[config.mk]
export PLATFORM = sky130hd
export DESIGN_NAME = tapwm_queue
export DESIGN_NICKNAME = d
export VERILOG_FILES = /design/src/design/tapwm_pkg.sv /design/src/design/tapwm_queue.sv
export SDC_FILE = /design/constraint.sdc
export NUM_CORES = 1
export LEC_CHECK = 0
export BUFFER_PORTS_ARGS = -buffer_cell sky130_fd_sc_hd__buf_2
export CORE_AREA = 2 2 168 252
export DETAILED_ROUTE_END_ITERATION = 16
export DIE_AREA = 0 0 170 254
export PLACE_DENSITY = 0.75
export SETUP_SLACK_MARGIN = 0.02
export SYNTH_ARGS = -nofsm -noshare
export SYNTH_HDL_FRONTEND = slang
export SYNTH_SLANG_ARGS = --single-unit
[constraint.sdc]
create_clock -name clk -period 11.45 [get_ports clk]
set_input_delay 1.145 -clock clk [delete_from_list [all_inputs] [get_ports clk]]
set_output_delay 1.145 -clock clk [all_outputs]
set_load 0.01 [all_outputs]
[src/design/tapwm_pkg.sv]
`timescale 1ns / 1ps
`default_nettype none
// ----------------------------------------------------------------------------
// tapwm_pkg
// Shared types and constants for the thruster allocation and PWM block.
// ----------------------------------------------------------------------------
package tapwm_pkg;

  localparam int WRENCH_AXES = 6;
  localparam int THR_FULL    = 65536;
  localparam logic [16:0] PHASE_MAX = 17'h1FFFF;

  typedef enum logic [2:0] {
    ACT_LOAD_FULL  = 3'd0,
    ACT_LOAD_RCS   = 3'd1,
    ACT_ALLOC_FULL = 3'd2,
    ACT_ALLOC_RCS  = 3'd3,
    ACT_TICK       = 3'd4
  } action_t;

  typedef enum logic [2:0] {
    OP_LOAD_FULL,
    OP_LOAD_RCS,
    OP_ALLOC_FULL,
    OP_ALLOC_RCS,
    OP_TICK,
    OP_NONE
  } op_t;

  typedef enum logic [1:0] {
    KIND_ACK    = 2'd0,
    KIND_REPORT = 2'd1,
    KIND_MASK   = 2'd2
  } kind_t;

  typedef enum logic [1:0] {
    REG_COUNT  = 2'd0,
    REG_RCS    = 2'd1,
    REG_PERIOD = 2'd2,
    REG_FRAC   = 2'd3
  } cfg_reg_t;

  typedef struct packed {
    logic [4:0]  thruster_count;
    logic [15:0] rcs_mask;
    logic [15:0] pwm_period;
    logic [16:0] min_duty_fraction;
  } cfg_t;

  typedef struct packed {
    op_t                              op;
    logic [3:0]                       thruster_index;
    logic [2:0]                       axis_index;
    logic [31:0]                      coef_value;
    logic [WRENCH_AXES-1:0][31:0]     wrench;
    logic [15:0]                      time_step;
  } cmd_t;

  typedef enum logic [3:0] {
    B_IDLE,
    B_LOAD,
    B_ARD,
    B_AMUL,
    B_ASUM,
    B_ACLP,
    B_AEMIT,
    B_MRD,
    B_MCMP,
    B_CUT,
    B_TRD,
    B_TPH,
    B_TFIRE,
    B_TEMIT
  } bstate_t;

endpackage
`default_nettype wire

[src/design/tapwm_queue.sv]
`timescale 1ns / 1ps
`default_nettype none
// ----------------------------------------------------------------------------
// tapwm_queue
// Two-entry command queue between the front and the back.
// ----------------------------------------------------------------------------
module tapwm_queue (
  input  wire logic            clk,
  input  wire logic            rst,
  input  wire logic            push,
  input  wire tapwm_pkg::cmd_t push_data,
  output logic                 full,
  input  wire logic            pop,
  output logic                 not_empty,
  output tapwm_pkg::cmd_t      head
);
  import tapwm_pkg::*;

  cmd_t       entry [2];
  logic       wr_ptr;
  logic       rd_ptr;
  logic [1:0] count;

  assign full      = (count == 2'd2);
  assign not_empty = (count != 2'd0);
  assign head      = entry[rd_ptr];

  always_ff @(posedge clk) begin
    if (push) begin
      entry[wr_ptr] <= push_data;
    end
  end

  always_ff @(posedge clk) begin
    if (rst) begin
      wr_ptr <= 1'b0;
      rd_ptr <= 1'b0;
      count  <= 2'd0;
    end else begin
      if (push) wr_ptr <= !wr_ptr;
      if (pop)  rd_ptr <= !rd_ptr;
      case ({push, pop})
        2'b10:   count <= count + 2'd1;
        2'b01:   count <= count - 2'd1;
        default: count <= count;
      endcase
    end
  end

endmodule
`default_nettype wire

==> impl_metrics.env, run 1 <==
export IMPL_type_of_the_tightest_min_delay_check="reg -> reg"
export IMPL_placementRows=91
export IMPL_critical_path_most_common_cell="sky130_fd_sc_hd__buf_4"
export IMPL_nets=1589
export IMPL_source_to_sink_clock_delay_at_the_later_pin_of_the_worst_skew_pair_ps=560
export IMPL_timing_critical_path_arrival_ps=3860
export IMPL_grt_antenna_before_repair=25
export IMPL_synth_area_leaders="sky130_fd_sc_hd__edfxtp_1 79%, sky130_fd_sc_hd__mux2_4 16%, sky130_fd_sc_hd__mux2_2 3.0%"
export IMPL_startpoint_type="flop"
export IMPL_tritoncts="yes"
export IMPL_dpl_instance_area_um2=22100
export IMPL_synth_seq_cells=505
export IMPL_timing_critical_path_to="head[165]"
export IMPL_outcome="completed"
export IMPL_ioPinCount=506
export IMPL_vias_per_cell=4.96
export IMPL_m1WireLength_um=13000
export IMPL_crit_type="reg -> out"
export IMPL_htree_levels=2
export IMPL_finalWirelength_um=39800
export IMPL_slew_headroom=0.289
export IMPL_largest_net_degree_at_the_start_of_global_routing=161
export IMPL_worstRegToRegCells=2
export IMPL_dp_final_hpwl_um=27500
export IMPL_synth_most_common_cell="sky130_fd_sc_hd__edfxtp_1"
export IMPL_synth_edff_count=500
export IMPL_mean_cell_area_of_the_mapped_netlist_um2=23.8
export IMPL_synthesis_yosys_warnings=0
export IMPL_clkSinkCount=505
export IMPL_final_area_um2=23600
export IMPL_die_height_um=254
export IMPL_finalSetupViolCount=0
export IMPL_highest_signal_layer="met5"
export IMPL_mappedNetlistNets=1055
export IMPL_required_ps=10310
export IMPL_finalMaxSlewViolations=0
export IMPL_worst_path_largest_cell_delay_ps=1000
export IMPL_clock_skew_final_ps=9.08
export IMPL_ys_seq_area_frac=0.792
export IMPL_number_of_global_route_vias_before_repair=9991
export IMPL_n_fill_cell=3069
export IMPL_syn_area_um2=19100
export IMPL_initial_utilization=0.465
export IMPL_critical_path_peak_fanout=60
export IMPL_routed_antenna_nets=0
export IMPL_met3_wirelength_um=3250
export IMPL_first_pass_iters=4
export IMPL_timing_max_cap_violations=0
export IMPL_grt_util_all_layers=0.176
export IMPL_drt_initial_drc_count=584
export IMPL_slowest_stage="sky130_fd_sc_hd__dfxtp_4"
export IMPL_grt_pass1_wl_um=56600
export IMPL_clkSlewWorstSetupHoldPaths_ps=60
export IMPL_r2r_start="wr_ptr$_SDFFE_PP0P_"
export IMPL_routed_via_count=9413
export IMPL_post_route_min_period_ps=5000
export IMPL_post_route_drc_violation_count=0
export IMPL_area_growth_pct=23.7
export IMPL_cp_end_kind="output port"
export IMPL_cellLeakagePower_nw=9.25
export IMPL_final_period_utilization=0.437
export IMPL_final_layout_size_suffix_gt1_frac=0.609
export IMPL_layout_setup_ws_ps=6450
export IMPL_floorplan_die_area_um2=43200
export IMPL_post_synth_top_area_fraction=0.787
export IMPL_cts_hold_fix_buffers=0
export IMPL_met2_length_um=21600
export IMPL_stdcell_count=1897
export IMPL_place_inst=1797
export IMPL_grt_overflow_total=0
export IMPL_buffer_ports_inserted=505
export IMPL_core_area_um2=41000
export IMPL_post_cts_resized=0
export IMPL_setup_reg_to_reg_worst_slack_ps=9020
export IMPL_postCtsSetupRepairBufs=0
export IMPL_wl_per_cell_um=21.0
export IMPL_place_gp_congestion=0.761
export IMPL_synth_async_reset_ratio=0
export IMPL_yosys_most_used_dff="sky130_fd_sc_hd__edfxtp_1"
export IMPL_yosysUniqueCellTypes=18
export IMPL_timing_critical_path_cells="buf_4 > buf_4 > mux2_4 > buf_2"
export IMPL_synth_top_cell_by_area="sky130_fd_sc_hd__edfxtp_1"
export IMPL_fmax_ghz=0.200
export IMPL_worst_slew_pin_slew_ps=1070
export IMPL_powerDensity_nw_per_um2=178
export IMPL_grt_setup_unrepaired="false"
export IMPL_timing_setup_tns_ps=0
export IMPL_cts_path_max_buffers=3
export IMPL_vdd_drop_max_mv=0.132
export IMPL_post_syn_instances=800
export IMPL_number_of_buffers_created_by_cts=46
export IMPL_place_ws_ps=6970
export IMPL_r2r_path_end="entry[1][6]$_DFFE_PP_"
export IMPL_final_hold_viol_count=0
export IMPL_chipWidth_um=170
export IMPL_synth_commonest_cells="500 x sky130_fd_sc_hd__edfxtp_1, 200 x sky130_fd_sc_hd__mux2_4, 50 x sky130_fd_sc_hd__mux2_2, 21 x sky130_fd_sc_hd__buf_6"
export IMPL_clockRootBuffer="sky130_fd_sc_hd__clkbuf_16"
## routing by layer
metal,up-vias,GRT usage
li1,4273,-
met4,18,0.103
met5,-,0
met2,381,0.319
met3,118,0.0589
met1,4623,0.174
## placed cells by master, fill, tap and decap left out, drive strengths merged
cell type  netlist  final
diode            0     16
o21ai            1      1
clkinv           0     16
xor2             1      1
xnor2            3      3
clkbuf           0     58
buf             28    514
ha               1      1
edfxtp         500    500
or3              1      1
or2              1      1
and2b            1      1
dfxtp            5      5
a21oi            1      1
clkinvlp         0      1
and2             1      1
inv              1      6
nor2             5      5
bufinv           0      4
mux2           250    250
## state kept, by name, summed over array words and instances, names as in the netlist, named ones only
name / cells
entry: 500
rd_ptr: 1
count: 2
wr_ptr: 1
## worst min-delay path by stage
stage	startpoint	end	slack [ps]	cells past startpoint
after floorplan	count[1]$_SDFFE_PP0P_	count[1]$_SDFFE_PP0P_	460	2
after global placement	count[1]$_SDFFE_PP0P_	count[1]$_SDFFE_PP0P_	470	2
after detailed placement	count[1]$_SDFFE_PP0P_	count[1]$_SDFFE_PP0P_	490	2
after CTS	count[1]$_SDFFE_PP0P_	count[1]$_SDFFE_PP0P_	500	2
after global routing	count[1]$_SDFFE_PP0P_	count[1]$_SDFFE_PP0P_	540	2
final	count[1]$_SDFFE_PP0P_	count[1]$_SDFFE_PP0P_	510	2
## per-stage QoR
step,power (mW),util,hold slack (ps)
floorplan,2.56,-,457
global placement,2.72,0.538,475
detailed placement,2.74,0.538,495
CTS,4.26,0.575,505
global route,4.36,0.576,541
finish,4.21,0.576,505
## layout make-up
cell class              count  area, um2  share of cell area
flip-flops and latches    505      15100               0.640
multi-input cells         266       3680               0.156
repair buffers            514       2620               0.111
clock buffers              58       1260              0.0534
well taps                 511        639              0.0271
clock inverters            26        244              0.0103
diodes                     16       40.0             0.00170
inverters                   1       3.75            0.000159
## critical path, delay by kind of cell, from the launching register on
family | cells | cell delay (ps)
buffers and inverters | 3 | 1800
muxes | 1 | 360
DFF | 1 | 1000
## cell families after synthesis
group | count (synthesis) | share of synthesized area
muxes | 250 | 0.187
adders and majority gates | 1 | 0.000656
AOI/OAI and AO/OA | 2 | 0.000524
DFF | 505 | 0.792
buffers and inverters | 29 | 0.0155
and+or+nand+nor | 9 | 0.00236
xor gates and xnor gates | 4 | 0.00184
## power by group
part | switching [mW] | total, mW | leakage [nW] | internal (mW)
Combinational | 0.245 | 0.492 | 3.78 | 0.247
Sequential | 0.0374 | 2.20 | 4.73 | 2.16
Clock | 0.643 | 1.52 | 0.739 | 0.875
Total | 0.925 | 4.21 | 9.25 | 3.28
Power figures use the tool's default switching activity.
==> inputs of run 2 (changes only) <==
==> constraint.sdc (replaced) <==
create_clock -name clk -period 4.1 [get_ports clk]
set_input_delay 0.41 -clock clk [delete_from_list [all_inputs] [get_ports clk]]
set_output_delay 0.41 -clock clk [all_outputs]
set_load 0.01 [all_outputs]
==> run 2 against run 1 <==
Net effect:
- clock skew up 7.5 ps
- non-clock buffer count is 17 higher
- worst setup slack got worse by 5200 ps
- worst hold slack lost 460 ps
- clock power grew to 2.8 times the previous value
- routed wire length rose by 2.7%
- power rose to 2.8 times the previous value
- via count is 1.0% higher
- first-iteration DRC count down 3.4%
- critical path depth is 1 lower
- core utilization increased by 0.51 points
- highest routed layer unchanged
==> impl_metrics.env, run 2 (synthesis gave the netlist of run 1 again) <==
export IMPL_largest_reg_flops=500
export IMPL_path_buf_inv=2
export IMPL_critical_path_cell_count=3
export IMPL_dpl_instance_area_um2=22300
export IMPL_powerDensity_nw_per_um2=493
export IMPL_critical_path_peak_fanout=45
export IMPL_final_hold_viol_count=0
export IMPL_chipWidth_um=170
export IMPL_finalMaxSlewViolations=0
export IMPL_holdCritStartpoint="push_data[189]"
export IMPL_postCtsSetupRepairBufs=0
export IMPL_number_of_global_route_vias_before_repair=9975
export IMPL_clkSinkCount=505
export IMPL_worstRegToRegCells=2
export IMPL_initial_utilization=0.465
export IMPL_largest_registers="entry: 500 flops, count: 2 flops"
export IMPL_source_to_sink_clock_delay_at_the_later_pin_of_the_worst_skew_pair_ps=560
export IMPL_whs_path_depth=1
export IMPL_die_height_um=254
export IMPL_required_ps=3690
export IMPL_routed_via_count=9507
export IMPL_place_ws_ps=1740
export IMPL_endpoint_worst_hold="entry[1][189]$_DFFE_PP_"
export IMPL_final_layout_size_suffix_gt1_frac=0.616
export IMPL_final_period_utilization=0.690
export IMPL_grt_util_all_layers=0.179
export IMPL_finalWirelength_um=40900
export IMPL_grt_antenna_before_repair=26
export IMPL_crit_type="reg -> out"
export IMPL_layout_setup_ws_ps=1270
export IMPL_clock_skew_final_ps=16.5
export IMPL_max_flop_register="entry"
export IMPL_first_pass_iters=4
export IMPL_timing_hold_ws_ps=41.1
export IMPL_vias_per_cell=4.97
export IMPL_wl_per_cell_um=21.4
export IMPL_slew_headroom=0.335
export IMPL_setup_reg_to_reg_worst_slack_ps=2110
export IMPL_finalSetupViolCount=0
export IMPL_dp_final_hpwl_um=29000
export IMPL_htree_levels=2
export IMPL_timing_critical_path_cells="buf_4 > mux2_2 > buf_2"
export IMPL_r2r_start="wr_ptr$_SDFFE_PP0P_"
export IMPL_outcome="completed"
export IMPL_ioPinCount=506
export IMPL_floorplan_die_area_um2=43200
export IMPL_worst_path_largest_cell_delay_ps=900
export IMPL_slowest_stage="sky130_fd_sc_hd__dfxtp_4"
export IMPL_core_area_um2=41000
export IMPL_placementRows=91
export IMPL_nets=1606
export IMPL_power_total_mw=11.7
export IMPL_routed_antenna_nets=0
export IMPL_worst_slew_pin_slew_ps=996
export IMPL_largest_net_degree_at_the_start_of_global_routing=64
export IMPL_timing_max_cap_violations=0
export IMPL_final_area_um2=23800
export IMPL_buffer_ports_inserted=505
export IMPL_cts_hold_fix_buffers=0
export IMPL_grt_overflow_total=0
export IMPL_most_common_layout_cells="505 x sky130_fd_sc_hd__buf_2, 500 x sky130_fd_sc_hd__edfxtp_1, 200 x sky130_fd_sc_hd__mux2_4"
export IMPL_drt_initial_drc_count=564
export IMPL_post_route_drc_violation_count=0
export IMPL_timing_critical_path_arrival_ps=2420
export IMPL_vdd_drop_max_mv=0.471
export IMPL_cts_path_max_buffers=3
export IMPL_layout_commonest_cell="sky130_fd_sc_hd__buf_2"
export IMPL_r2r_path_end="entry[0][29]$_DFFE_PP_"
export IMPL_grt_setup_unrepaired="false"
export IMPL_clkSlewWorstSetupHoldPaths_ps=60
export IMPL_startpoint_type="flop"
export IMPL_cp_end_kind="output port"
export IMPL_number_of_buffers_created_by_cts=46
export IMPL_cellLeakagePower_nw=9.35
export IMPL_stdcell_count=1913
export IMPL_worst_path_dominant_cell_family="flip-flops"
export IMPL_area_growth_pct=24.8
export IMPL_type_of_the_tightest_min_delay_check="in -> reg"
export IMPL_post_route_min_period_ps=2830
export IMPL_n_fill_cell=3053
export IMPL_clockRootBuffer="sky130_fd_sc_hd__clkbuf_16"
export IMPL_fmax_ghz=0.353
export IMPL_place_inst=1814
export IMPL_grt_pass1_wl_um=57400
export IMPL_place_gp_congestion=0.862
export IMPL_post_cts_resized=0
export IMPL_tritoncts="yes"
run 2: cell count changes in the layout (fill, tap and decap cells not counted), moves of 2 or more:
cell	previous run	this run
sky130_fd_sc_hd__buf_4	7	17
sky130_fd_sc_hd__buf_12	2	9
sky130_fd_sc_hd__inv_6	4	0
sky130_fd_sc_hd__clkbuf_1	9	7
sky130_fd_sc_hd__clkinv_2	8	10
sky130_fd_sc_hd__clkinv_4	0	2
sky130_fd_sc_hd__diode_2	16	18
run 2: where the power goes:
part | internal, mW | switching (mW)
registers | 6.03 | 0.101
clock network | 2.42 | 1.77
logic | 0.717 | 0.709
total | 9.17 | 2.58
run 2: how the worst max path moves through the flow:
stage,start,endpoint
floorplan,push,entry[0][0]$_DFFE_PP_
global placement,push,entry[0][10]$_DFFE_PP_
detailed placement,push,entry[0][10]$_DFFE_PP_
CTS,flop,head[18]
global route,flop,head[32]
finish,flop,head[18]
run 2: cell type report:
class / count / area (um2) / area share
sequential: 505 / 15100 / 0.635
multi-input combinational: 266 / 3680 / 0.154
timing repair buffer: 531 / 2840 / 0.119
clock buffer: 56 / 1250 / 0.0526
tap: 511 / 639 / 0.0268
clock inverter: 25 / 229 / 0.00961
antenna: 18 / 45.0 / 0.00189
inverter: 1 / 16.3 / 0.000683
run 2: through the flow:
stage / setup TNS, ps / util
3_3_place_gp: 0 / 0.544
2_1_floorplan: -108740 / -
3_5_place_dp: 0 / 0.544
4_1_cts: 0 / 0.580
6_report: 0 / 0.581
5_1_grt: 0 / 0.581
run 2: per-layer routing:
metal | vias to the layer above | track usage | wire, um
met1 | 4690 | 0.188 | 14100
met5 | - | 0 | 65
met3 | 106 | 0.0491 | 3020
li1 | 4307 | - | -
met2 | 394 | 0.323 | 21900
met4 | 10 | 0.100 | 1740
run 2: worst register-to-register path, stage by stage, from the launching register on:
cell	delay [ps]
sky130_fd_sc_hd__dfxtp_1	350
sky130_fd_sc_hd__nor2_4	770
sky130_fd_sc_hd__buf_4	520
